$ cat src/sv/lcdc_pkg.sv
package lcdc_pkg;

	localparam int TEXT_CELLS_DEF = 16;
	localparam int FIFO_DEPTH_DEF = 2;

	localparam logic [1:0] ACC_INSTR  = 2'd0;
	localparam logic [1:0] ACC_STATUS = 2'd1;
	localparam logic [1:0] ACC_WRITE  = 2'd2;
	localparam logic [1:0] ACC_READ   = 2'd3;

	localparam logic [7:0] BLANK_CHAR = 8'h20;

	typedef enum logic [3:0] {
		OP_NOP       = 4'd0,
		OP_SET_ADDR  = 4'd1,
		OP_FUNC      = 4'd2,
		OP_SHIFT_INC = 4'd3,
		OP_SHIFT_DEC = 4'd4,
		OP_DISP      = 4'd5,
		OP_ENTRY     = 4'd6,
		OP_HOME      = 4'd7,
		OP_CLEAR     = 4'd8,
		OP_STATUS    = 4'd9,
		OP_WRITE     = 4'd10,
		OP_READ      = 4'd11
	} lcdc_op_t;

	typedef struct packed {
		logic [1:0] cmd;
		logic [7:0] data_in;
	} lcdc_req_t;

	typedef struct packed {
		logic [7:0] rd_byte;
		logic [6:0] address_now;
		logic       show_on;
		logic       cursor_on;
		logic       blink_on;
		logic       step_up;
		logic       wide_bus;
		logic       two_rows;
	} lcdc_rsp_t;

	typedef struct packed {
		lcdc_op_t   op;
		logic [7:0] arg;
	} lcdc_entry_t;

endpackage

$ cat src/sv/lcdc_front.sv
module lcdc_front import lcdc_pkg::*; (
	input  logic        start,
	input  lcdc_req_t   req,
	input  logic        full,
	output logic        busy,
	output logic        push,
	output lcdc_entry_t entry
);

	lcdc_op_t instr_op;

	always_comb begin
		unique case (req.data_in) inside
			8'b1???????: instr_op = OP_SET_ADDR;
			8'b01??????: instr_op = OP_NOP;
			8'b001?????: instr_op = OP_FUNC;
			8'b000100??: instr_op = OP_SHIFT_DEC;
			8'b000101??: instr_op = OP_SHIFT_INC;
			8'b00011???: instr_op = OP_NOP;
			8'b00001???: instr_op = OP_DISP;
			8'b000001??: instr_op = OP_ENTRY;
			8'b0000001?: instr_op = OP_HOME;
			8'b00000001: instr_op = OP_CLEAR;
			default:     instr_op = OP_NOP;
		endcase
	end

	always_comb begin
		unique case (req.cmd)
			ACC_INSTR:  entry.op = instr_op;
			ACC_STATUS: entry.op = OP_STATUS;
			ACC_WRITE:  entry.op = OP_WRITE;
			default:    entry.op = OP_READ;
		endcase
		entry.arg = req.data_in;
	end

	assign busy = full;
	assign push = start && !full;

endmodule

$ cat src/sv/lcdc_fifo.sv
module lcdc_fifo import lcdc_pkg::*; #(
	parameter int DEPTH = FIFO_DEPTH_DEF
) (
	input  logic        clk,
	input  logic        arst_n,
	input  logic        push,
	input  lcdc_entry_t wr_entry,
	input  logic        pop,
	output logic        full,
	output logic        empty,
	output lcdc_entry_t rd_entry
);

	localparam int PW = (DEPTH > 1) ? $clog2(DEPTH) : 1;
	localparam int CW = $clog2(DEPTH + 1);

	lcdc_entry_t       slot_q [DEPTH];
	logic [PW-1:0]     wr_ptr_q;
	logic [PW-1:0]     rd_ptr_q;
	logic [CW-1:0]     count_q;
	logic              do_push;
	logic              do_pop;

	assign full     = (count_q == CW'(DEPTH));
	assign empty    = (count_q == '0);
	assign do_push  = push && !full;
	assign do_pop   = pop && !empty;
	assign rd_entry = slot_q[rd_ptr_q];

	always_ff @(posedge clk) begin
		if (do_push) begin
			slot_q[wr_ptr_q] <= wr_entry;
		end
	end

	always_ff @(posedge clk or negedge arst_n) begin
		if (!arst_n) begin
			wr_ptr_q <= '0;
			rd_ptr_q <= '0;
			count_q  <= '0;
		end else begin
			if (do_push) begin
				wr_ptr_q <= (wr_ptr_q == PW'(DEPTH - 1)) ? '0 : wr_ptr_q + 1'b1;
			end
			if (do_pop) begin
				rd_ptr_q <= (rd_ptr_q == PW'(DEPTH - 1)) ? '0 : rd_ptr_q + 1'b1;
			end
			if (do_push && !do_pop) begin
				count_q <= count_q + 1'b1;
			end else if (do_pop && !do_push) begin
				count_q <= count_q - 1'b1;
			end
		end
	end

endmodule

$ cat src/sv/lcdc_back.sv
module lcdc_back import lcdc_pkg::*; #(
	parameter int TEXT_CELLS = TEXT_CELLS_DEF
) (
	input  logic        clk,
	input  logic        arst_n,
	input  logic        avail,
	input  lcdc_entry_t entry,
	output logic        pop,
	output logic        done,
	output lcdc_rsp_t   rsp
);

	localparam int IW = (TEXT_CELLS > 1) ? $clog2(TEXT_CELLS) : 1;

	logic [7:0]            mem [TEXT_CELLS];
	logic [TEXT_CELLS-1:0] valid_q;
	logic                  fill_q;

	logic [6:0] addr_q;
	logic       disp_q, cur_q, blink_q, inc_q, eight_q, two_q;

	logic [6:0] addr_d;
	logic       disp_d, cur_d, blink_d, inc_d, eight_d, two_d;
	logic       in_range;
	logic [IW-1:0] idx;
	logic       mem_we, mem_re, clr;

	logic       done_s2;
	logic       rd_s2;
	logic       hit_s2;
	logic       blank_s2;
	logic [7:0] mem_s2;
	logic [7:0] data_s2;
	lcdc_rsp_t  flags_s2;

	assign pop      = avail;
	assign in_range = (addr_q < 7'(TEXT_CELLS));
	assign idx      = addr_q[IW-1:0];
	assign mem_we   = avail && (entry.op == OP_WRITE) && in_range;
	assign mem_re   = avail && (entry.op == OP_READ) && in_range;
	assign clr      = avail && (entry.op == OP_CLEAR);

	always_comb begin
		addr_d  = addr_q;
		disp_d  = disp_q;
		cur_d   = cur_q;
		blink_d = blink_q;
		inc_d   = inc_q;
		eight_d = eight_q;
		two_d   = two_q;
		unique case (entry.op) inside
			OP_SET_ADDR:  addr_d = entry.arg[6:0];
			OP_FUNC: begin
				eight_d = entry.arg[4];
				two_d   = entry.arg[3];
			end
			OP_SHIFT_INC: addr_d = addr_q + 7'd1;
			OP_SHIFT_DEC: addr_d = addr_q - 7'd1;
			OP_DISP: begin
				disp_d  = entry.arg[2];
				cur_d   = entry.arg[1];
				blink_d = entry.arg[0];
			end
			OP_ENTRY:     inc_d = entry.arg[1];
			OP_HOME, OP_CLEAR: addr_d = '0;
			OP_WRITE, OP_READ: addr_d = inc_q ? addr_q + 7'd1 : addr_q - 7'd1;
			default: ;
		endcase
	end

	always_ff @(posedge clk) begin
		if (mem_we) begin
			mem[idx] <= entry.arg;
		end
		if (mem_re) begin
			mem_s2 <= mem[idx];
		end
	end

	always_ff @(posedge clk or negedge arst_n) begin
		if (!arst_n) begin
			addr_q  <= '0;
			disp_q  <= 1'b1;
			cur_q   <= 1'b0;
			blink_q <= 1'b0;
			inc_q   <= 1'b1;
			eight_q <= 1'b1;
			two_q   <= 1'b0;
			valid_q <= '0;
			fill_q  <= 1'b0;
			done_s2 <= 1'b0;
		end else begin
			done_s2 <= avail;
			if (avail) begin
				addr_q  <= addr_d;
				disp_q  <= disp_d;
				cur_q   <= cur_d;
				blink_q <= blink_d;
				inc_q   <= inc_d;
				eight_q <= eight_d;
				two_q   <= two_d;
			end
			if (clr) begin
				valid_q <= '0;
				fill_q  <= 1'b1;
			end else if (mem_we) begin
				valid_q[idx] <= 1'b1;
			end
		end
	end

	always_ff @(posedge clk) begin
		if (avail) begin
			rd_s2    <= (entry.op == OP_READ);
			hit_s2   <= in_range && valid_q[idx];
			blank_s2 <= in_range && fill_q;
			data_s2  <= (entry.op == OP_STATUS) ? {1'b0, addr_q} : 8'h00;
			flags_s2 <= '{rd_byte: 8'h00, address_now: addr_d, show_on: disp_d,
				cursor_on: cur_d, blink_on: blink_d, step_up: inc_d,
				wide_bus: eight_d, two_rows: two_d};
		end
	end

	always_comb begin
		rsp = flags_s2;
		if (!rd_s2) begin
			rsp.rd_byte = data_s2;
		end else if (hit_s2) begin
			rsp.rd_byte = mem_s2;
		end else if (blank_s2) begin
			rsp.rd_byte = BLANK_CHAR;
		end else begin
			rsp.rd_byte = 8'h00;
		end
	end

	assign done = done_s2;

endmodule

$ cat src/sv/char_lcd_controller_bus_interface_core.sv
// An accepted access is written into the queue; the back end pops it and
// registers the result, which is valid while done is high.
// Throughput: one bus access per cycle; the back end retires one item per
// cycle from the two-entry queue, so busy stays low in steady use.
// The receiver cannot stall: each result is shown for one cycle only.
// Reset (arst_n low, async): queue empty, store reads as zeros, address 0,
// display on, cursor/blink off, increment, 8-bit, one line.
module char_lcd_controller_bus_interface_core import lcdc_pkg::*; #(
	parameter int TEXT_CELLS = TEXT_CELLS_DEF,
	parameter int FIFO_DEPTH = FIFO_DEPTH_DEF
) (
	input  logic      clk,
	input  logic      arst_n,
	input  logic      start,
	input  lcdc_req_t req,
	output logic      busy,
	output logic      done,
	output lcdc_rsp_t rsp
);

	logic        push;
	logic        full;
	logic        empty;
	logic        pop;
	lcdc_entry_t wr_entry;
	lcdc_entry_t rd_entry;

	lcdc_front u_front (
		.start (start),
		.req   (req),
		.full  (full),
		.busy  (busy),
		.push  (push),
		.entry (wr_entry)
	);

	lcdc_fifo #(
		.DEPTH (FIFO_DEPTH)
	) u_fifo (
		.clk      (clk),
		.arst_n   (arst_n),
		.push     (push),
		.wr_entry (wr_entry),
		.pop      (pop),
		.full     (full),
		.empty    (empty),
		.rd_entry (rd_entry)
	);

	lcdc_back #(
		.TEXT_CELLS (TEXT_CELLS)
	) u_back (
		.clk    (clk),
		.arst_n (arst_n),
		.avail  (!empty),
		.entry  (rd_entry),
		.pop    (pop),
		.done   (done),
		.rsp    (rsp)
	);

endmodule

$ cat config.mk
export PLATFORM = sky130hd
export DESIGN_NAME = char_lcd_controller_bus_interface_core
export DESIGN_NICKNAME = d
export VERILOG_FILES = /design/src/sv/lcdc_pkg.sv /design/src/sv/lcdc_front.sv /design/src/sv/lcdc_fifo.sv /design/src/sv/lcdc_back.sv /design/src/sv/char_lcd_controller_bus_interface_core.sv
export SDC_FILE = /design/constraint.sdc
export NUM_CORES = 1
export LEC_CHECK = 0
export CORE_UTILIZATION = 35
export DETAILED_ROUTE_END_ITERATION = 16
export DONT_BUFFER_PORTS = 1
export PLACE_DENSITY = 0.55
export RECOVER_POWER = 100
export SETUP_SLACK_MARGIN = 0.2
export SLEW_MARGIN = 15
export SYNTH_ARGS = -nofsm -noshare
export SYNTH_HDL_FRONTEND = slang
export SYNTH_SLANG_ARGS = --single-unit
$ cat constraint.sdc
create_clock -name clk -period 2.85 [get_ports clk]
set_input_delay 0.285 -clock clk [delete_from_list [all_inputs] [get_ports clk]]
set_output_delay 0.285 -clock clk [all_outputs]
set_load 0.01 [all_outputs]
==> results.ini <==
[outcome]
status=complete, but fails checks
violations=DRC, capacitance limit, slew limit

[grt]
grt_usage=0.155
antenna_found_initial=0
grt_pass1_wl_um=31900
grt_overflow=0
grt_max_degree=36
grt_pass1_vias=5143

[pwr]
p_per_area_nw_per_um2=1020
p_leak_uw=0.00363
peakVddDrop_v=0.000444
power_uw=10800

[critical_path]
setup.worst_path.end_class=register
worst-path-buf-inv=0
reg2reg_depth=4
path_cells=or3b_1 -> a21o_1 -> nor4_4 -> and2_0
cp_top_family=simple AND/OR/NAND/NOR gates
cp_data_required_time_ns=2.99
crit_arrival_ns=2.75
cp_slowest_cell=and2_0
critPathKind=reg2reg
max_stage_delay_ns=0.54
startpoint_type=register
critical_path.max_fanout=8
worst-path-stages=4

[clock_tree]
cts_root_buf=clkbuf_16
ctsResizeCount=0
clock_latency_ns=0.51
cts.sinks=218
path_clk_slew_ns=0.06
cts_tree=built
clockBufferDepth=3
cts_inserted_buffers=22
cts-htree-levels=1

[sta]
setup_tns_ns=0
rsz0062_at_grt=no
finalSetupViolCount=0
finalHoldViolCount=0
worst_pin_slew_ns=2.05
clock-skew-final_ns=0.0194
period_share=0.916
slew_headroom=-0.365
period_needed_ns=2.61
slew_violations=36
timing.fmax_mhz=383

[route]
finalWirelength_um=21000
vias=4893
dr.pass1.iters=11
drt_iter0_drc=396
drt-wirelength-per-cell_um=22.7
drc=6
via_per_inst=5.28
detail-route-antenna-nets=0

[floorplan]
design.portCount=36
rows=59
core_area_um2=26100
fp.dieArea_um2=27400
die_y_um=166
die_w_um=166
initial_core_util=0.359

[placement]
dp.cells=879
gp_congestion=0.830
dp_hpwl_um=14200
port-buffer-count=0

[run]
drv_cap=1

[worst_hold_path]
hold_class=in2reg
whs_path_depth=1

[final_layout]
fillers=2374
fin_cells=927
area_growth_pct=12.6
fin_util=0.404
drive_gt1_frac=0.203
antenna_cells=0
finalNetCount=600

[yosys]
syn_area_um2=9370
synth-edff-count=183
synth_warnings=0
syn_nets=571
syn_area_per_cell_um2=17.0
seq_area_frac_synth=0.680
ys.flop_type=edfxtp_1
synthCells=550
synthArstFlopShare=0.161
synth-seq-cells=218
yosysUniqueCellTypes=72

==> stage by stage <==
stage | instance area [µm²] | hold slack [ns] | worst slack [ns]
6_report | 10600 | 0.0627 | 0.239
5_1_grt | 10600 | 0.0286 | 0.105
4_1_cts | 10600 | 0.0296 | 0.339
3_5_place_dp | 9800 | -0.00993 | 0.365
3_3_place_gp | 9800 | -0.00982 | 0.415
2_1_floorplan | 9370 | -0.0106 | 0.528
==> cell usage in the layout, fill, tap and decap left out, types with 5 or more instances in the layout <==
cell type,instances
a21oi_1,22
and2_0,8
and2_1,15
and3_1,10
buf_4,11
clkbuf_1,7
clkbuf_16,23
clkinv_1,6
dfrtp_1,32
dlygate4sd3_1,10
edfxtp_1,183
ha_1,8
inv_1,17
mux2_1,12
mux2_2,13
mux4_2,45
nand2_1,20
nor2_1,32
nor3_1,5
o21ai_0,13
xnor2_1,8
==> path summary, 6_finish.rpt <==
check / slack (ns) / start / endpoint
worst max-delay path: 0.24 / u_fifo.slot_q[0][11] / u_back.mem[8][1]
worst min-delay path: 0.06 / req[9] / u_fifo.slot_q[0][9]
worst max register to register: 0.24 / u_fifo.slot_q[0][11] / u_back.mem[8][1]
worst min register to register: 0.48 / u_back.fill_q / u_back.fill_q
max in group asynchronous: 0.75 / arst_n / u_back.valid_q[3]
min in group asynchronous: 0.91 / arst_n / u_back.addr_q[6]
==> power breakdown <==
group          leakage, µW  total (µW)  internal, µW  switching, µW
clock network     0.000332        2780          1640           1150
logic              0.00116        3350          1330           2020
registers          0.00214        4660          4300            357
total              0.00363       10800          7270           3520
==> per-layer routing <==
layer / track usage / share of wire / vias up
met4: 0.0378 / 0.016 / 0
met3: 0.0232 / 0.048 / 27
met1: 0.217 / 0.46 / 2537
met2: 0.254 / 0.48 / 115
li1: - / - / 2214
met5: 0 / 0 / -
==> logic make-up after synthesis <==
family,after synthesis,synth area share
and+or+nand+nor,129,0.0832
buffers and inverters,40,0.0207
DFF,218,0.680
xor gates and xnor gates,12,0.0112
adders and majority gates,8,0.0107
AOI/OAI and AO/OA,71,0.0523
muxes,72,0.142
==> cell usage after synthesis (2+ instances only) <==
cell,number,area [µm²]
xor2_1,4,35.0
o21ai_0,13,65.1
nor4_4,2,42.5
nand3b_1,2,15.0
a21oi_1,22,110
buf_6,3,33.8
buf_2,11,55.1
nand2_1,20,75.1
a21boi_0,2,15.0
and3b_1,3,26.3
mux2_2,24,270
o311a_1,2,20.0
buf_4,2,15.0
a211oi_1,2,15.0
a21o_1,3,22.5
nor2_1,31,116
mux4_2,45,1010
o211ai_1,3,22.5
xnor2_1,8,70.1
nor4bb_1,2,20.0
or2_2,4,25.0
nand2b_1,3,18.8
o221ai_1,3,26.3
nor3b_2,2,25.0
nor3_1,5,25.0
a31oi_1,3,18.8
nor3b_1,3,22.5
dfrtp_1,32,801
inv_1,17,63.8
and3_1,10,62.6
edfxtp_1,183,5500
nand3_1,4,20.0
and2_1,22,138
ha_1,8,100
dfstp_2,3,78.8
clkbuf_1,7,26.3
nor4_1,2,12.5
==> sequential cells by signal (all words and copies together), names as in the netlist, 2 cells and up <==
register        flops
u_back.mem_s2       8
u_back.addr_q       7
u_back.mem        128
u_back.rsp         13
u_fifo.count_q      2
u_back.data_s2      7
u_fifo.slot_q      24
u_back.valid_q     16
==> timing repair <==
action	CTS	global route
hold buffers	11	0
buffers inserted	0	0
hold endpoints to repair	52	0
==> cell type report <==
cell class / count / area (µm²) / share of cell area
clock buffers: 25 / 583 / 0.0552
multi-input cells: 292 / 2780 / 0.263
flip-flops and latches: 218 / 6370 / 0.604
repair buffers: 28 / 229 / 0.0217
inverters: 17 / 63.8 / 0.00604
well taps: 335 / 419 / 0.0397
clock inverters: 12 / 108 / 0.0102
==> worst register-to-register path, cell delays in order (launching register included) <==
cell and delay (ns):
edfxtp_1 0.47, or3b_1 0.45, a21o_1 0.32, nor4_4 0.46, and2_0 0.54
Note: power is estimated with default switching activity, not from simulation.
